### config.mk
export PLATFORM = sky130hd
export DESIGN_NAME = binary_to_decimal_digits
export DESIGN_NICKNAME = d
export VERILOG_FILES = /design/src/rtl/b2d_pkg.sv /design/src/rtl/b2d_ctrl.sv /design/src/rtl/b2d_dp.sv /design/src/rtl/binary_to_decimal_digits.sv
export SDC_FILE = /design/constraint.sdc
export NUM_CORES = 1
export LEC_CHECK = 0
export ABC_AREA = 1
export BUFFER_PORTS_ARGS = -buffer_cell sky130_fd_sc_hd__clkbuf_2
export CAP_MARGIN = 40
export CORE_MARGIN = 8
export CORE_UTILIZATION = 60
export DETAILED_ROUTE_END_ITERATION = 8
export HOLD_SLACK_MARGIN = 0.06
export PLACE_DENSITY = 0.8
export SYNTH_ARGS = -nofsm -noshare
export SYNTH_HDL_FRONTEND = slang
export SYNTH_SLANG_ARGS = --single-unit
### constraint.sdc
create_clock -name clk_i -period 8.1 [get_ports clk_i]
set_input_delay 0.81 -clock clk_i [delete_from_list [all_inputs] [get_ports clk_i]]
set_output_delay 0.81 -clock clk_i [all_outputs]
set_load 0.02 [all_outputs]
### src/rtl/b2d_pkg.sv
// Shared types and constants for the binary to decimal digit converter.
package b2d_pkg;

  localparam int unsigned MaxDigitsDef = 10;
  localparam int unsigned ValW         = 32;
  localparam int unsigned MagW         = ValW + 1;
  localparam int unsigned DigitW       = 4;
  localparam int unsigned CntW         = $clog2(MagW);
  localparam int unsigned OutDataW     = ((DigitW + 7) / 8) * 8;

  typedef enum logic [1:0] {
    ST_IDLE,
    ST_CONVERT,
    ST_SCAN,
    ST_EMIT
  } b2d_state_e;

  typedef struct packed {
    logic load;
    logic shift;
    logic scan;
    logic emit;
  } b2d_cmd_t;

  typedef struct packed {
    logic conv_done;
    logic top_found;
    logic idx_zero;
    logic out_free;
  } b2d_sts_t;

endpackage

### src/rtl/b2d_ctrl.sv
// Sequencer for the converter: load, shift-add-3 passes, leading zero scan, digit output.
module b2d_ctrl (
  input  logic              clk_i,
  input  logic              rst_ni,
  input  logic              in_valid_i,
  output logic              in_ready_o,
  input  b2d_pkg::b2d_sts_t sts_i,
  output b2d_pkg::b2d_cmd_t cmd_o
);
  import b2d_pkg::*;

  b2d_state_e state_q, state_d;

  always_ff @(posedge clk_i or negedge rst_ni) begin
    if (!rst_ni) begin
      state_q <= ST_IDLE;
    end else begin
      state_q <= state_d;
    end
  end

  always_comb begin
    state_d = state_q;
    case (state_q)
      ST_IDLE: begin
        if (in_valid_i) state_d = ST_CONVERT;
      end
      ST_CONVERT: begin
        if (sts_i.conv_done) state_d = ST_SCAN;
      end
      ST_SCAN: begin
        if (sts_i.top_found) state_d = ST_EMIT;
      end
      ST_EMIT: begin
        if (sts_i.out_free && sts_i.idx_zero) state_d = ST_IDLE;
      end
      default: state_d = ST_IDLE;
    endcase
  end

  always_comb begin
    cmd_o      = '0;
    in_ready_o = 1'b0;
    case (state_q)
      ST_IDLE: begin
        in_ready_o = 1'b1;
        cmd_o.load = in_valid_i;
      end
      ST_CONVERT: begin
        cmd_o.shift = 1'b1;
      end
      ST_SCAN: begin
        cmd_o.scan = !sts_i.top_found;
      end
      ST_EMIT: begin
        cmd_o.emit = sts_i.out_free;
      end
      default: begin
        cmd_o = '0;
      end
    endcase
  end

endmodule

### src/rtl/b2d_dp.sv
// Datapath: magnitude, BCD shift register, counters and the output register.
module b2d_dp #(
  parameter int unsigned MAX_DIGITS = b2d_pkg::MaxDigitsDef
) (
  input  logic                          clk_i,
  input  logic                          rst_ni,
  input  logic [b2d_pkg::ValW-1:0]      value_i,
  input  b2d_pkg::b2d_cmd_t             cmd_i,
  output b2d_pkg::b2d_sts_t             sts_o,
  output logic                          out_valid_o,
  input  logic                          out_ready_i,
  output logic [b2d_pkg::DigitW-1:0]    out_digit_o,
  output logic                          out_last_o
);
  import b2d_pkg::*;

  localparam int unsigned IdxW = (MAX_DIGITS > 1) ? $clog2(MAX_DIGITS) : 1;

  logic [MagW-1:0]   mag_q, mag_d;
  logic [DigitW-1:0] dig_q [MAX_DIGITS];
  logic [DigitW-1:0] dig_d [MAX_DIGITS];
  logic [DigitW-1:0] adj   [MAX_DIGITS];
  logic [CntW-1:0]   cnt_q, cnt_d;
  logic [IdxW-1:0]   idx_q, idx_d;
  logic [DigitW-1:0] sel_digit;
  logic [MagW-1:0]   ext_val;
  logic              out_valid_q, out_valid_d;
  logic [DigitW-1:0] out_digit_q, out_digit_d;
  logic              out_last_q, out_last_d;

  assign ext_val = {value_i[ValW-1], value_i};

  // Each digit is corrected before the shift so that doubling carries in decimal.
  always_comb begin
    for (int i = 0; i < MAX_DIGITS; i++) begin
      adj[i] = (dig_q[i] >= DigitW'(5)) ? dig_q[i] + DigitW'(3) : dig_q[i];
    end
  end

  always_comb begin
    sel_digit = '0;
    for (int i = 0; i < MAX_DIGITS; i++) begin
      if (idx_q == IdxW'(i)) sel_digit = dig_q[i];
    end
  end

  always_comb begin
    mag_d = mag_q;
    cnt_d = cnt_q;
    idx_d = idx_q;
    for (int i = 0; i < MAX_DIGITS; i++) begin
      dig_d[i] = dig_q[i];
    end
    if (cmd_i.load) begin
      mag_d = ext_val[MagW-1] ? (~ext_val + MagW'(1)) : ext_val;
      cnt_d = CntW'(MagW - 1);
      idx_d = IdxW'(MAX_DIGITS - 1);
      for (int i = 0; i < MAX_DIGITS; i++) begin
        dig_d[i] = '0;
      end
    end else if (cmd_i.shift) begin
      // The carry out of the top digit is dropped, which keeps the value modulo 10^N.
      dig_d[0] = {adj[0][DigitW-2:0], mag_q[MagW-1]};
      for (int i = 1; i < MAX_DIGITS; i++) begin
        dig_d[i] = {adj[i][DigitW-2:0], adj[i-1][DigitW-1]};
      end
      mag_d = {mag_q[MagW-2:0], 1'b0};
      cnt_d = cnt_q - CntW'(1);
    end else if (cmd_i.scan || cmd_i.emit) begin
      if (idx_q != '0) idx_d = idx_q - IdxW'(1);
    end
  end

  always_ff @(posedge clk_i) begin
    mag_q <= mag_d;
    cnt_q <= cnt_d;
    idx_q <= idx_d;
    for (int i = 0; i < MAX_DIGITS; i++) begin
      dig_q[i] <= dig_d[i];
    end
    out_digit_q <= out_digit_d;
    out_last_q  <= out_last_d;
  end

  always_comb begin
    out_digit_d = out_digit_q;
    out_last_d  = out_last_q;
    out_valid_d = out_valid_q;
    if (cmd_i.emit) begin
      out_digit_d = sel_digit;
      out_last_d  = (idx_q == '0);
      out_valid_d = 1'b1;
    end else if (out_ready_i) begin
      out_valid_d = 1'b0;
    end
  end

  always_ff @(posedge clk_i or negedge rst_ni) begin
    if (!rst_ni) begin
      out_valid_q <= 1'b0;
    end else begin
      out_valid_q <= out_valid_d;
    end
  end

  assign sts_o.conv_done = (cnt_q == '0);
  assign sts_o.top_found = (sel_digit != '0) || (idx_q == '0);
  assign sts_o.idx_zero  = (idx_q == '0);
  assign sts_o.out_free  = !out_valid_q || out_ready_i;

  assign out_valid_o = out_valid_q;
  assign out_digit_o = out_digit_q;
  assign out_last_o  = out_last_q;

endmodule

### src/rtl/binary_to_decimal_digits.sv
// Top level of the binary to decimal digit converter.
//
// Slave channel: one beat carries a signed 32-bit value. Master channel: one
// beat per decimal digit of its magnitude, most significant first, without
// leading zeros; tlast marks the least significant digit. Zero gives a single
// digit 0. Only the MAX_DIGITS least significant digits of the magnitude are
// kept. The block handles one value at a time.
// After an input beat is accepted, the shift-add-3 sequence makes one pass
// per magnitude bit, followed by a leading zero scan from the top digit
// position down to the first nonzero digit. Digits then leave at one per
// cycle from the output register while the receiver is ready. The slave
// channel is ready again as soon as the last digit is loaded, even while
// that digit still waits for the receiver.
// When the receiver stalls, the output register holds its beat and the
// sequencer waits. Reset empties the output register and returns to idle.
module binary_to_decimal_digits #(
  parameter int unsigned MAX_DIGITS = b2d_pkg::MaxDigitsDef
) (
  input  logic                           clk_i,
  input  logic                           rst_ni,
  input  logic                           s_axis_tvalid_i,
  output logic                           s_axis_tready_o,
  input  logic [b2d_pkg::ValW-1:0]       s_axis_tdata_i,  // [31:0] value
  output logic                           m_axis_tvalid_o,
  input  logic                           m_axis_tready_i,
  output logic [b2d_pkg::OutDataW-1:0]   m_axis_tdata_o,  // [3:0] digit, rest zero
  output logic                           m_axis_tlast_o   // last_digit
);
  import b2d_pkg::*;

  b2d_cmd_t          cmd;
  b2d_sts_t          sts;
  logic [DigitW-1:0] digit;

  b2d_ctrl u_ctrl (
    .clk_i      (clk_i),
    .rst_ni     (rst_ni),
    .in_valid_i (s_axis_tvalid_i),
    .in_ready_o (s_axis_tready_o),
    .sts_i      (sts),
    .cmd_o      (cmd)
  );

  b2d_dp #(
    .MAX_DIGITS (MAX_DIGITS)
  ) u_dp (
    .clk_i       (clk_i),
    .rst_ni      (rst_ni),
    .value_i     (s_axis_tdata_i),
    .cmd_i       (cmd),
    .sts_o       (sts),
    .out_valid_o (m_axis_tvalid_o),
    .out_ready_i (m_axis_tready_i),
    .out_digit_o (digit),
    .out_last_o  (m_axis_tlast_o)
  );

  assign m_axis_tdata_o = OutDataW'(digit);

endmodule

==> key figures, run 1 <==
Route
  – 1st-pass router iterations: 5
  – Remaining antenna violation count: 0
  – WL per Instance: 13.97 um
  – DR vias/cell: 5.585
  – Drc violations: 0
  – Routed via count: 4926
  – Initial DRC count: 399
  – Wirelength, routed: 12.32 mm

STA
  – Unrepaired setup endpoints after global routing: no
  – Fin Hold WS: 229.9 ps
  – Setup skew after layout: 9.899 ps
  – Setup TNS: 0 ps
  – Hold Violations, Final: 0
  – Setup Viol. Count Final: 0
  – Slew Limit Headroom: 41.37%
  – Achievable Freq: 0.3552 GHz
  – Final min period: 2815 ps
  – Final Cycle Share: 34.75%
  – Final Slew Violations: 0
  – Worst slew pin tran: 878.4 ps

Global routing
  – Initial antenna violation count: 0
  – Largest net degree at the start of global routing: 86
  – Vias in the first global route: 4989
  – Tot GR Track Use: 20.01%
  – Gr ovfl total: 0
  – First-pass GRT wire length: 21.34 mm

Floorplanning
  – Io pins: 47
  – Row count: 35
  – Die area: 0.01270 mm^2
  – Initial Util: 61.29%
  – Die height: 112.7 um
  – CORE AREA: 0.009153 mm^2
  – Die width: 112.7 um

Placed design
  – I/O Buffers: 42
  – Post-DP Area: 0.005869 mm^2
  – Placed cells: 866
  – DP HPWL: 8.909 mm
  – Routability cong.: 0.8680

Power and ir drop
  – Leakage: 2.724 nW
  – Power density cells: 352.2 mW/mm^2
  – Peak VDD IR: 0.1220 mV

Critical path
  – CP endpoint kind: flip-flop
  – Reg2reg path depth: 6
  – FF-to-FF setup slack: 5280 ps
  – Worst-path maximum fanout: 85
  – Sequence of cells on the critical path: inv_1 -> ha_1 -> nand2_2 -> buf_4 -> nand2_1 -> o32ai_1
  – Slowest stage delay, CP: 740 ps
  – Setup CP Type: flip-flop to flip-flop
  – Reg2reg end: u_dp.dig_q[7][0]
  – Worst Setup Start Kind: flip-flop
  – Required @ worst endpoint: 8350 ps
  – Slowest cell on crit path: nand2_1
  – CP arrival: 3060 ps
  – Critical R2R Launch: u_ctrl.state_q[0]

Yosys
  – YS warnings: 0
  – Cells after Synth: 736
  – Largest family of logic cells by synthesized area: simple AND/OR/NAND/NOR gates
  – Mux contribution to synthesized area: 0%
  – Synth Cell Area: 0.005609 mm^2
  – Compound-Gate Fraction of Synth Area: 16.66%
  – Synth Area in Adders: 6.915%
  – Largest area contributor in the netlist: edfxtp_1
  – Syn Area/Cell: 7.621 um^2
  – Largest cells by area after synthesis: edfxtp_1 20%, dfxtp_1 18%, nand2_1 9.0%
  – Post-Synth Simple-Gate Area: 21.17%
  – Xor-xnor portion of the synthesized cell area: 5.934%
  – Synth cell types: 39
  – Sequential area share after synthesis: 39.53%
  – Seq cells post-synth: 91
  – Yosys top cell area share: 20.34%

Clock network
  – Skew-Pair Late Insertion Delay: 360 ps
  – Reg clk slew, reported paths: 100 ps
  – CTS root buf: clkbuf_8
  – CTS buffer count: 9
  – CTS H-Tree Depth: 3
  – Setup bufs post-CTS: 0
  – Clock sinks: 91
  – Max Buffers Root-to-Sink: 2
  – Cts hold-fix bufs: 0
  – CTS tree: yes
  – Post-CTS resize count: 0

Worst hold path
  – Hold Crit Class: input pin to async pin

Cells and area
  – Fin area: 0.006056 mm^2
  – # diodes: 0
  – Final cell count without fillers: 882
  – NumNets Final: 833
  – Share of cells above drive strength 1: 11.41%
  – Area added between synthesis and finish: 7.963%

Job
  – Max-cap viol count: 0

Run status
  – Status: completed
-- metal layers --
layer / GRT usage [%] / part of all wire, %
met1: 23.69 / 46
met5: 0 / 0
met2: 35.00 / 48
met3: 3.435 / 4.4
met4: 8.273 / 1.5
-- worst max path at each step --
| stage | startpoint | to | cells after the start | slack [ps] |
|---|---|---|---|---|
| 2_1_floorplan | u_ctrl.state_q[0] | u_dp.mag_q[0] | 6 | 5350 |
| 3_3_place_gp | s_axis_tvalid_i | u_dp.mag_q[27] | 4 | 5080 |
| 3_5_place_dp | s_axis_tvalid_i | u_dp.dig_q[5][0] | 5 | 5180 |
| 4_1_cts | u_ctrl.state_q[0] | u_dp.dig_q[7][0] | 6 | 5290 |
| 5_1_grt | u_ctrl.state_q[0] | u_dp.dig_q[7][0] | 6 | 5070 |
| 6_report | u_ctrl.state_q[0] | u_dp.dig_q[7][0] | 6 | 5280 |
-- synthesized netlist by cell type --
master and number:
nand2_1 135, inv_1 106, o21ai_0 85, nor2_1 54
dfxtp_1 50, nand3_1 40, a21oi_1 38, edfxtp_1 38
ha_1 31, xor2_1 28, clkbuf_1 21, o32ai_1 11
nand4_1 10, or2_2 10, xnor2_1 10, a31oi_1 9
o22ai_1 8, o31ai_1 8, o21ai_1 6, nor3_1 5
buf_4 4, nand2_2 4, dfrtp_1 3, buf_6 2
inv_2 2, nand3_2 2, nor2_2 2, nor3_2 2
nor4_1 2, a21oi_2 1, a221oi_1 1, buf_1 1
buf_2 1, conb_1 1, nand2_4 1, nand3b_1 1
nor2_4 1, nor3b_1 1, o41ai_1 1
-- through the flow --
stage,total power [mW],utilization (%),setup WS [ps]
final,2.133,66.17,5285
after global routing,2.312,66.17,5074
after CTS,2.132,66.17,5295
after detailed placement,1.841,64.13,5179
after global placement,1.775,63.91,5083
after floorplan,1.589,-,5345
-- cell usage in the layout, fill, tap and decap left out, types with 11 or more instances in the layout --
cell type / n
a21oi_1: 38
clkbuf_2: 42
dfxtp_1: 50
edfxtp_1: 38
ha_1: 31
inv_1: 106
nand2_1: 133
nand3_1: 40
nor2_1: 54
o21ai_0: 85
o32ai_1: 11
xor2_1: 28
-- registers in the layout (all words and copies together) (netlist names) --
register          cells
u_dp.idx_q            4
u_dp.mag_q           33
u_dp.out_valid_o      1
u_dp.out_last_o       1
u_dp.dig_q           40
u_dp.cnt_q            6
u_ctrl.state_q        2
u_dp.out_digit_o      4
-- cell families (layout without fill, tap and decap cells) --
group,count (synthesis),in the layout
AND/OR/NAND/NOR,270,270
buffers and inverters,137,169
flip-flops,91,91
other,1,4
XOR/XNOR,38,38
AO/OA/AOI/OAI,168,168
adder cells (fa/ha/maj),31,31
-- area by class of cell --
class | count | area, um^2
clock buffers | 10 | 137.6
clock inverters | 6 | 48.80
fillers | 760 | 3097
inverters | 108 | 405.4
multi-input cells | 511 | 2863
flip-flops and latches | 91 | 2217
well taps | 111 | 138.9
repair buffers | 45 | 245.2
-- worst max-delay path: cells and delay by family, from the launching register on --
family          cells  cell delay (ps)
simple gates        2              830
buf+inv             2              680
compound gates      1              500
flops               1              410
fa+ha+maj           1              250
-- power breakdown --
group / internal, mW / switching, mW
Clock: 0.123 / 0.168
Sequential: 0.724 / 0.129
Combinational: 0.337 / 0.651
Note: power is estimated with default switching activity, not from simulation.
==> run 2: changes to the inputs <==
--- a/config.mk
+++ b/config.mk
@@ -9,10 +9,10 @@
 export BUFFER_PORTS_ARGS = -buffer_cell sky130_fd_sc_hd__clkbuf_2
 export CAP_MARGIN = 40
 export CORE_MARGIN = 8
-export CORE_UTILIZATION = 60
+export CORE_UTILIZATION = 55
 export DETAILED_ROUTE_END_ITERATION = 8
 export HOLD_SLACK_MARGIN = 0.06
-export PLACE_DENSITY = 0.8
+export PLACE_DENSITY = 0.77
 export SYNTH_ARGS = -nofsm -noshare
 export SYNTH_HDL_FRONTEND = slang
 export SYNTH_SLANG_ARGS = --single-unit
==> constraint.sdc (replaced) <==
create_clock -name clk_i -period 2.5 [get_ports clk_i]
set_input_delay 0.25 -clock clk_i [delete_from_list [all_inputs] [get_ports clk_i]]
set_output_delay 0.25 -clock clk_i [all_outputs]
set_load 0.02 [all_outputs]
==> run 2 against run 1 <==
- hold slack worse by 78 ps
- worst setup slack worse by 5000 ps
- critical path type unchanged
- non-clock buffer count up 7
==> key figures, run 2 (same netlist as run 1, synthesis figures left out) <==
Floorplanning
  – Row count: 37
  – Die height: 117.0 um
  – Initial Util: 55.58%
  – CORE AREA: 0.01009 mm^2
  – Io pins: 47
  – Die area: 0.01369 mm^2
  – Die width: 117.0 um

STA
  – Final min period: 2228 ps
  – Slew Limit Headroom: 66.13%
  – Setup Viol. Count Final: 0
  – Worst slew pin tran: 506.2 ps
  – PnR worst setup slack: 272.4 ps
  – Setup skew after layout: 10.79 ps
  – Final Slew Violations: 0
  – Final Cycle Share: 89.11%
  – Hold Violations, Final: 0
  – Achievable Freq: 0.4489 GHz
  – Unrepaired setup endpoints after global routing: no
  – Setup TNS: 0 ps

Run status
  – Status: completed

Power and ir drop
  – Logic pwr share: 45.4%
  – Clk pwr share: 15.6%
  – Switching share of power: 43.52%
  – Sw Pwr: 3.108 mW
  – Tot Pwr: 7.141 mW
  – Internal power: 4.034 mW
  – Leakage: 2.780 nW
  – Power density cells: 1152 mW/mm^2
  – Sequential share of power: 39.0%
  – Peak VDD IR: 0.5375 mV

Cells and area
  – Share of cells above drive strength 1: 12.47%
  – Util after Layout: 61.44%
  – Register Area: 0.002217 mm^2
  – Max reg flops: 40
  – Area of the multi-input gates: 0.002873 mm^2
  – Largest registers: u_dp.dig_q x40, u_dp.mag_q x33, u_dp.cnt_q x6
  – # diodes: 0
  – Commonest non-fill, non-tap cell in the layout: nand2_1
  – Most frequent cells in the layout: 133 x nand2_1, 106 x inv_1, 85 x o21ai_0
  – Top reg by flops: u_dp.dig_q
  – Fillers: 907
  – Area added between synthesis and finish: 10.55%
  – NumNets Final: 840

Global routing
  – First-pass GRT wire length: 21.51 mm
  – Largest net degree at the start of global routing: 61
  – Vias in the first global route: 4983
  – Tot GR Track Use: 19.38%
  – Initial antenna violation count: 0
  – Gr ovfl total: 0

Clock network
  – CTS buffer count: 9
  – Max Buffers Root-to-Sink: 2
  – CTS H-Tree Depth: 3
  – Reg clk slew, reported paths: 90 ps
  – CTS root buf: clkbuf_8
  – CTS tree: yes
  – Skew-Pair Late Insertion Delay: 370 ps
  – Clock sinks: 91
  – Setup bufs post-CTS: 0

Route
  – DR vias/cell: 5.481
  – Drc violations: 0
  – Wirelength, routed: 12.52 mm
  – 1st-pass router iterations: 5
  – Remaining antenna violation count: 0
  – Routed via count: 5010
  – WL per Instance: 13.70 um
  – Initial DRC count: 401

Job
  – Max-cap viol count: 0

Critical path
  – CP endpoint kind: flip-flop
  – Worst path top cell family by delay: simple AND/OR/NAND/NOR gates
  – CP arrival: 2540 ps
  – Cell mode on critical path: nand2_1
  – Required @ worst endpoint: 2810 ps
  – Worst Setup Start Kind: flip-flop
  – Slowest cell on crit path: dfxtp_1
  – Sequence of cells on the critical path: inv_1 -> ha_2 -> nand3_1 -> o21ai_0 -> inv_1 -> nand3_1 -> nand2_1 -> nand2_1 -> nand2_1 -> nand2_1 -> nand2_1 -> nand2_2 -> nor2_1 -> nand2_2 -> nand2_4 -> nand2_1 -> nand2_1 -> a21oi_2
  – Worst-path maximum fanout: 7
  – Setup CP Type: flip-flop to flip-flop
  – Slowest stage delay, CP: 360 ps
  – CP bufs+invs: 2

Worst hold path
  – Hold Crit Class: input pin to flip-flop

Placed design
  – Setup WS pre-CTS: 244.9 ps
  – DP HPWL: 9.054 mm
  – I/O Buffers: 42
  – Routability cong.: 0.8377
==> run 2: layer usage <==
layer / part of all wire (%) / track usage, %
met5: 0 / 0
met2: 49 / 33.67
met4: 1.4 / 9.044
met3: 5.5 / 4.413
met1: 44 / 22.19
==> run 2: stage by stage <==
stage / area (um^2) / hold slack, ps / std cells
finish: 6201 / 152.3 / 914
global route: 6201 / 166.1 / 914
CTS: 6191 / 137.9 / 914
detailed placement: 5958 / 51.19 / 897
global placement: 5958 / 48.53 / 897
floorplan: 5622 / -45.59 / 739
==> run 2: worst reg2reg max path: stages, from the launching register on <==
cell and delay (ps):
dfxtp_1 360, inv_1 130, ha_2 270, nand3_1 160, o21ai_0 210, inv_1 60, nand3_1 90, nand2_1 70
nand2_1 60, nand2_1 50, nand2_1 60, nand2_1 60, nand2_2 60, nor2_1 50, nand2_2 90, nand2_4 70
nand2_1 110, nand2_1 70, a21oi_2 120
==> run 2: final cells by class <==
class	count	share of cell area [%]
well taps	136	2.744
repair buffers	52	5.044
multi-input cells	511	46.33
clock buffers	11	2.522
clock inverters	5	1.069
inverters	108	6.538
flip-flops and latches	91	35.75
==> run 2: what timing repair did <==
item                                    4_1_cts  5_1_grt
hold endpoints to repair                      3        0
endpoints found under the setup margin        0        3
resized for setup                             0        3
hold buffers                                  1        0
==> run 2: power by group through the flow <==
| stage | combinational, mW | clock, mW | sequential (mW) |
|---|---|---|---|
| floorplan | 2.42 | 0 | 2.72 |
| global placement | 3.04 | 0 | 2.76 |
| detailed placement | 3.20 | 0 | 2.80 |
| CTS | 3.23 | 1.13 | 2.77 |
| global route | 3.69 | 1.18 | 2.86 |
| finish | 3.24 | 1.11 | 2.79 |
==> run 2: worst paths after layout <==
| check | startpoint | endpoint | slack, ps | depth (start not counted) |
|---|---|---|---|---|
| worst max-delay path | u_dp.idx_q[0] | u_dp.idx_q[2] | 270 | 18 |
| max in group asynchronous | rst_ni | u_ctrl.state_q[0] | 2170 | 2 |
| min in group asynchronous | rst_ni | u_ctrl.state_q[1] | 220 | 2 |
| worst max register to register | u_dp.idx_q[0] | u_dp.idx_q[2] | 270 | 18 |
| worst min-delay path | m_axis_tready_i | u_dp.out_valid_o | 150 | 4 |
| worst min register to register | u_dp.mag_q[32] | u_dp.dig_q[0][0] | 490 | 2 |
